===== src/matrix3_inverse_adjugate_defines.svh =====
// assertion macros shared by the 3x3 inverse block
`ifndef MATRIX3_INVERSE_ADJUGATE_DEFINES_SVH
`define MATRIX3_INVERSE_ADJUGATE_DEFINES_SVH

`ifndef SYNTHESIS
`define MI3_ASSERT_IMPL(label, clk, rstn, ante, cons) \
    label: assert property (@(posedge clk) disable iff (!rstn) (ante) |-> (cons)) \
        else $error("mi3 same-cycle check failed");
`define MI3_ASSERT_NEXT(label, clk, rstn, ante, cons) \
    label: assert property (@(posedge clk) disable iff (!rstn) (ante) |=> (cons)) \
        else $error("mi3 next-cycle check failed");
`else
`define MI3_ASSERT_IMPL(label, clk, rstn, ante, cons)
`define MI3_ASSERT_NEXT(label, clk, rstn, ante, cons)
`endif

`endif


===== src/mi3_pkg.sv =====
// shared constants of the 3x3 inverse block
package mi3_pkg;

    localparam int NUM_ELEMS   = 9;
    localparam int QUEUE_DEPTH = 4;
    localparam int TOL_WIDTH   = 31;

endpackage


===== src/mi3_queue.sv =====
// short queue between the front and back pipelines
`include "matrix3_inverse_adjugate_defines.svh"

module mi3_queue #(
    parameter int WIDTH = 8
) (
    input  logic             aclk,
    input  logic             aresetn,
    input  logic             in_valid,
    output logic             in_ready,
    input  logic [WIDTH-1:0] in_data,
    output logic             out_valid,
    input  logic             out_ready,
    output logic [WIDTH-1:0] out_data
);
    import mi3_pkg::*;

    localparam int PTR_W = $clog2(QUEUE_DEPTH);
    localparam int CNT_W = $clog2(QUEUE_DEPTH+1);

    logic [WIDTH-1:0] mem_reg [QUEUE_DEPTH];
    logic [PTR_W-1:0] wr_ptr_reg, rd_ptr_reg;
    logic [CNT_W-1:0] count_reg, count_next;
    logic             push, pop;

    assign in_ready  = count_reg != CNT_W'(QUEUE_DEPTH);
    assign out_valid = count_reg != '0;
    assign out_data  = mem_reg[rd_ptr_reg];
    assign push      = in_valid && in_ready;
    assign pop       = out_valid && out_ready;

    always_comb begin
        unique case ({push, pop})
            2'b10:   count_next = count_reg + 1'b1;
            2'b01:   count_next = count_reg - 1'b1;
            default: count_next = count_reg;
        endcase
    end

    always_ff @(posedge aclk) begin
        if (!aresetn) begin
            wr_ptr_reg <= '0;
            rd_ptr_reg <= '0;
            count_reg  <= '0;
        end else begin
            count_reg <= count_next;
            if (push) begin
                wr_ptr_reg <= (wr_ptr_reg == PTR_W'(QUEUE_DEPTH-1)) ? '0 : wr_ptr_reg + 1'b1;
            end
            if (pop) begin
                rd_ptr_reg <= (rd_ptr_reg == PTR_W'(QUEUE_DEPTH-1)) ? '0 : rd_ptr_reg + 1'b1;
            end
        end
    end

    always_ff @(posedge aclk) begin
        if (push) begin
            mem_reg[wr_ptr_reg] <= in_data;
        end
    end

    `MI3_ASSERT_NEXT(a_queue_grow, aclk, aresetn, push && !pop, count_reg == $past(count_reg) + 1'b1)
    `MI3_ASSERT_NEXT(a_queue_shrink, aclk, aresetn, pop && !push, count_reg == $past(count_reg) - 1'b1)

endmodule


===== config.mk =====
export PLATFORM = sky130hd
export DESIGN_NAME = mi3_queue
export DESIGN_NICKNAME = d
export VERILOG_FILES = /design/src/mi3_pkg.sv /design/src/mi3_queue.sv
export VERILOG_INCLUDE_DIRS = /design/src /design/src/src
export SDC_FILE = /design/constraint.sdc
export NUM_CORES = 1
export LEC_CHECK = 0
export ABC_CLOCK_PERIOD_IN_PS = 2300
export BUFFER_PORTS_ARGS = -buffer_cell sky130_fd_sc_hd__clkbuf_2
export CORE_MARGIN = 5
export CORE_UTILIZATION = 50
export CTS_BUF_LIST = sky130_fd_sc_hd__clkbuf_16
export DETAILED_ROUTE_END_ITERATION = 8
export GPL_TIMING_DRIVEN = 1
export PLACE_DENSITY = 0.81
export REMOVE_ABC_BUFFERS = 1
export SYNTH_ARGS = -nofsm -noshare
export SYNTH_HDL_FRONTEND = slang
export SYNTH_SLANG_ARGS = --single-unit

===== constraint.sdc =====
create_clock -name aclk -period 2.3 [get_ports aclk]
set_clock_uncertainty 0.1 [all_clocks]
set_input_delay 0.23 -clock aclk [delete_from_list [all_inputs] [get_ports aclk]]
set_output_delay 0.23 -clock aclk [all_outputs]
set_load 0.01 [all_outputs]

# Word level (Yosys, flattened, before mapping)
# Memory sizes are Yosys's and may differ from the RTL's. A register that Yosys moved wholly into a read port is not among the register bits.
# Index checks and enable logic that the tools add are counted.
# word_totals
ramBits	32
output_inout_bits	10
n_memories	1
inputBits	12
wordCells	24
register_bits	7
# memory_table
memory	words	width	rd	rd_ports_with_merged_regs	wr	line_no	source
mem_reg	4	8	1	1	1	mi3_queue.sv:21	logic [WIDTH-1:0] mem_reg [QUEUE_DEPTH];
# classes
muxes	7
add_sub_neg	4
n_reduce_logical	4
eq_ne	5
# ops
op	count
$mux W2	4
$eq A2 B2 Y1 const B	3
$pmux W3 S2	1
$add A2 B1 Y2 const B	2
$add A3 B1 Y3 const B	1
$ne A3 B3 Y1 const B	1
$reduce_bool A3 Y1	1
$sub A3 B1 Y3 const B	1
$eq A2 B1 Y1 const B	1
$logic_and A1 B1 Y1	2
$mux W1	2
$reduce_bool A2 Y1	1

# Logic depth before layout (Yosys ltp)
# logic_depth
word_depth	4
depth_mapped	10
mapped_depth_nobuf	9

# Least setup slack after synthesis
# OpenSTA, ideal clock, no wires.
# synth_timing
path_kind	register -> register
startpoint	register count_reg[2]
endpoint	register count_reg[2]
setup_time_ns	0.070
arrival_time_ns	2.282
period_less_slack_ns	2.452
required_time_ns	2.130
path_stages_with_launch	11
n_path_buf	1
setup_slack_ns	-0.152
cell_sequence	dfxtp_1 > or3b_1 > buf_6 > and2_4 > inv_1 > ha_1 > inv_1 > fa_1 > xor2_1 > or3_2 > a21boi_1
# synth_via
elab_chain_cells	4
elab_cells_between_ends	10
cone_classes	2 x add/sub; 3 x eq/ne; 1 x mux; 4 x reduce/logical
# synth_rtl
item	line_no	source
from (decl)	mi3_queue.sv:23	logic [CNT_W-1:0] count_reg, count_next;
from (signal assigned)	mi3_queue.sv:46	count_reg <= count_next;
$ne A3 B3 Y1 *	mi3_queue.sv:26	assign in_ready = count_reg != CNT_W'(QUEUE_DEPTH);
via in_ready	mi3_queue.sv:10	output logic in_ready,
$logic_and A1 B1 Y1 *	mi3_queue.sv:29	assign push = in_valid && in_ready;
$eq A2 B1 Y1 or $eq A2 B2 Y1 (tied branches)	mi3_queue.sv:33	unique case ({push, pop})
$pmux W3 S2 or $reduce_bool A2 Y1 (tied branches)	--	
# Mark *: on every way through the listed nets, which the timed path passes. The rest lies on a longest branch.
# A chain may end at the register's enable or synchronous reset.

# Worst setup path in the final report
# layout_timing
startpoint	register count_reg[1]
endpoint	register count_reg[2]
# layout_via
elab_chain_cells	4
elab_cells_between_ends	10
cone_classes	2 x add/sub; 3 x eq/ne; 1 x mux; 4 x reduce/logical
# layout_rtl
item	line_no
$ne A3 B3 Y1 or $reduce_bool A3 Y1 (tied branches)	mi3_queue.sv:26, mi3_queue.sv:27
$logic_and A1 B1 Y1 (on tied branches)	mi3_queue.sv:29, mi3_queue.sv:30
$eq A2 B1 Y1 or $eq A2 B2 Y1 (tied branches)	mi3_queue.sv:33
$pmux W3 S2 or $reduce_bool A2 Y1 (tied branches)	--
# Several ways; a longest one is shown, not always the timed one.

==> results.env <==
DRT-TOTAL-WL_UM=2580
WHS_PS=67.2
GLOBAL_ROUTE_WIRE_LENGTH_BEFORE_REPAIR_UM=4000
SYNTH_TOP_AREA_CELL='edfxtp_1'
VIAS_IN_THE_FIRST_GLOBAL_ROUTE=828
GRT_MAX_DEGREE=14
ROUTED-VIA-COUNT=875
TIGHTESTPINTRANSITION_PS=530
NUM_IO_PINS=22
SYNTH_COMPOUND_AREA_FRAC=0.0242
P_CLK_FRAC=0.292
POST_DRT_WL_PER_CELL_UM=14.8
COMB_POWER_SHARE=0.271
TIMING.FINAL.WS_SETUP_PS=86.5
GPL.FINAL_WEIGHTED_CONGESTION=0.808
SYNTHMUXAREASHARE=0.115
FINAL_MAX_SLEW_VIOL_COUNT=0
HPWLAFTERDP_UM=1720
CRIT_FAMILY='simple AND/OR/NAND/NOR gates'
CRITICAL_PATH.ENDPOINT_TYPE='flop'
WORSTSETUPPATHTYPE='flop to flop'
POST_LAYOUT_NET_COUNT=148
POST_CTS_BUFFERS=0
CTS_TREE='yes'
RUN_STATUS='finished, final reports clean'
COMBINED_BUFFER_AND_INVERTER_COUNT_ALONG_THE_CRITICAL_PATH=2
MAX_FREQ_GHz=0.452
SETUP.WORST_PATH.START_CLASS='flop'
MIN_PERIOD_PS=2210
HOLD_CLASS='input pin to flop'
GLOBAL_ROUTE_TOTAL_OVERFLOW=0
CORE_AREA_MM2=0.00310
RSZ0062_AT_GRT='false'
REQUIRED_PS=2410
INTERNAL_POWER_mW=1.64
MAX_SLEW_MARGIN=0.646
DRT_PASS1_ITERATIONS=4
CLK_PATH_BUF_DEPTH=2
POWER.NET_SWITCHING_uW=615
CHIPHEIGHT_UM=67.5
CLK_ROOT_BUFFER_CELL='clkbuf_16'
SYN-INSTANCE-COUNT=98
SYNTH_TOP_FAMILY_BY_AREA='multiplexers'
PATH_MAX_FANOUT=2
AREA_GROWTH_PCT=21.6
SETUP-TNS-FINAL_PS=0
INITIAL_ANTENNA_VIOLATION_COUNT=0
SYNTH-WARNING-COUNT=0
POWER-PER-CELL-AREA_mW_PER_MM2=1120
CRIT_PATH_TOP_DELAY_CELL='or3b_4'
PLACEMENT.IO_BUFFERS=21
CTS_SINKS=41
DRT-INITIAL-DRC-COUNT=74
POST_CTS_HOLD_BUFFER_COUNT=0
YOSYS.AREA_SHARE.SIMPLE=0.0726
SW_FRAC=0.273
FINAL.PERIOD_UTILIZATION=0.962
CP_CELL_SEQUENCE='or3b_4, and2_4, inv_4, ha_4, inv_1, fa_2, xor2_1, or3_4, a21boi_1'
DIE-AREA_MM2=0.00456
SYNTH_TOP_CELLS_BY_AREA='edfxtp_1 58%, dfxtp_1 11%, mux4_2 11%, ha_1 4.5%, inv_1 1.6%'
INITIAL_UTILIZATION=0.533
VDD_DROP_MAX_uV=537
DRV.MAX_CAP_VIOLATION_COUNT=0
DETAIL_ROUTE.DRC_VIOLATIONS=0
DIODES=0
TRITONCTS.NUM_BUFFERS=5
PART_OF_THE_TOTAL_POWER_DISSIPATED_IN_SEQUENTIAL_ELEMENTS=0.437
ROUTED_VIA_DENSITY=5.03
DIE_W_UM=67.5
DRIVE_ABOVE_1_SHARE=0.431
WORST_SKEW_LATE_LATENCY_PS=280
TOTAL_LEAKAGE_POWER_nW=0.755
PLACEMENT.SETUP.WORST_SLACK_PS=-79.1
NETLIST-CELL-TYPE-COUNT=27
NETLIST.AREA_LEADER.SHARE=0.581
TIMING.CRITICAL_PATH.SLOWEST_CELL_DELAY_PS=390
CTS.CLK_SLEW.WORST_PATHS_PS=60
MAX_REG_FLOPS=32
YOSYS.AREA_SHARE.ADDER=0.0575
TOTAL_POWER_CONSUMPTION_mW=2.25
H-TREE-DEPTH=2
SETUP_VIOLATIONS=0
ARRIVAL_PS=2320
SYN-MEAN-INSTANCE-AREA_UM2=16.9
YS_SEQ_ELEMENTS=41
CELL_AREA_AFTER_SYNTHESIS_MM2=0.00165
YOSYSSEQAREASHARE=0.690
GRTUSAGETOTAL=0.129
SYNTH_AREA_IN_XOR_XNOR=0.0106
TIMING.FINAL.HOLD_VIOLATIONS=0
CTS_RESIZED=9
FLOORPLAN.ROWS=20
ANTENNA_VIOLATING_NETS_POST_ROUTE=0
final timing paths:
path / start / end / slack [ps] / cells after the start
hold reg to reg: wr_ptr_reg[0]$_SDFFE_PN0P_ / wr_ptr_reg[0]$_SDFFE_PN0P_ / 420 / 2
setup reg to reg: count_reg[1]$_SDFFE_PN0P_ / count_reg[2]$_SDFFE_PN0P_ / 90 / 9
hold / removal: in_data[0] / mem_reg[0][0]$_DFFE_PP_ / 70 / 1
setup / recovery: count_reg[1]$_SDFFE_PN0P_ / count_reg[2]$_SDFFE_PN0P_ / 90 / 9
power by group through the flow:
| stage | registers [mW] | clock network, mW | logic, mW |
|---|---|---|---|
| after floorplan | 0.988 | 0 | 0.349 |
| after global placement | 0.992 | 0 | 0.552 |
| after detailed placement | 1.00 | 0 | 0.570 |
| after CTS | 0.988 | 0.674 | 0.613 |
| after global routing | 0.999 | 0.709 | 0.668 |
| final | 0.984 | 0.659 | 0.610 |
per-stage QoR:
step                area, um2  utilization  cells
floorplan                1630            -     94
global placement         1840        0.594    166
detailed placement       1840        0.594    166
CTS                      2010        0.648    174
global route             2010        0.648    174
finish                   2010        0.648    174
cells by family (layout without fill, tap and decap cells):
group | Yosys count | count (layout)
AND/OR/NAND/NOR | 21 | 21
XOR/XNOR | 2 | 2
multiplexers | 9 | 9
flip-flops | 41 | 41
adder cells (fa/ha/maj) | 7 | 7
buffers and inverters | 11 | 43
AO/OA/AOI/OAI | 7 | 7
cell usage after synthesis:
library cell   n
a21boi_1       1
and2_1         2
and2_4         1
and3_1         1
and3_2         3
buf_1          1
buf_2          1
buf_6          1
clkbuf_1       1
dfxtp_1        9
edfxtp_1      32
fa_1           1
ha_1           6
inv_1          7
mux2i_1        1
mux4_2         8
nand2_1        6
nand3_1        2
nand4_1        1
nor2_1         2
o21ai_0        4
o21ai_1        1
o31ai_1        1
or3_2          2
or3b_1         1
xnor2_1        1
xor2_1         1
placed cells by master (no fill, tap or decap), types with 3 or more instances in the layout:
cell / n
edfxtp_1: 32
clkbuf_2: 21
mux4_2: 8
dfxtp_1: 7
buf_4: 7
inv_1: 6
nand2_1: 6
ha_1: 5
clkbuf_16: 5
o21ai_0: 4
and3_2: 3
layout make-up:
type | instances | area [um2]
fillers | 233 | 1090
clock inverters | 3 | 17.5
flip-flops and latches | 41 | 1140
well taps | 44 | 55.1
multi-input cells | 46 | 484
clock buffers | 5 | 125
inverters | 7 | 28.8
repair buffers | 28 | 158
layer usage:
layer / part of all wire / up-vias / track usage / wire (um)
met3: 0.058 / 5 / 0.0483 / 149
li1: - / 428 / - / -
met5: 0 / - / 0 / 0
met4: 0.022 / 0 / 0.0759 / 57
met1: 0.41 / 418 / 0.150 / 1050
met2: 0.51 / 24 / 0.202 / 1320
(Power assumes the default switching activity.)
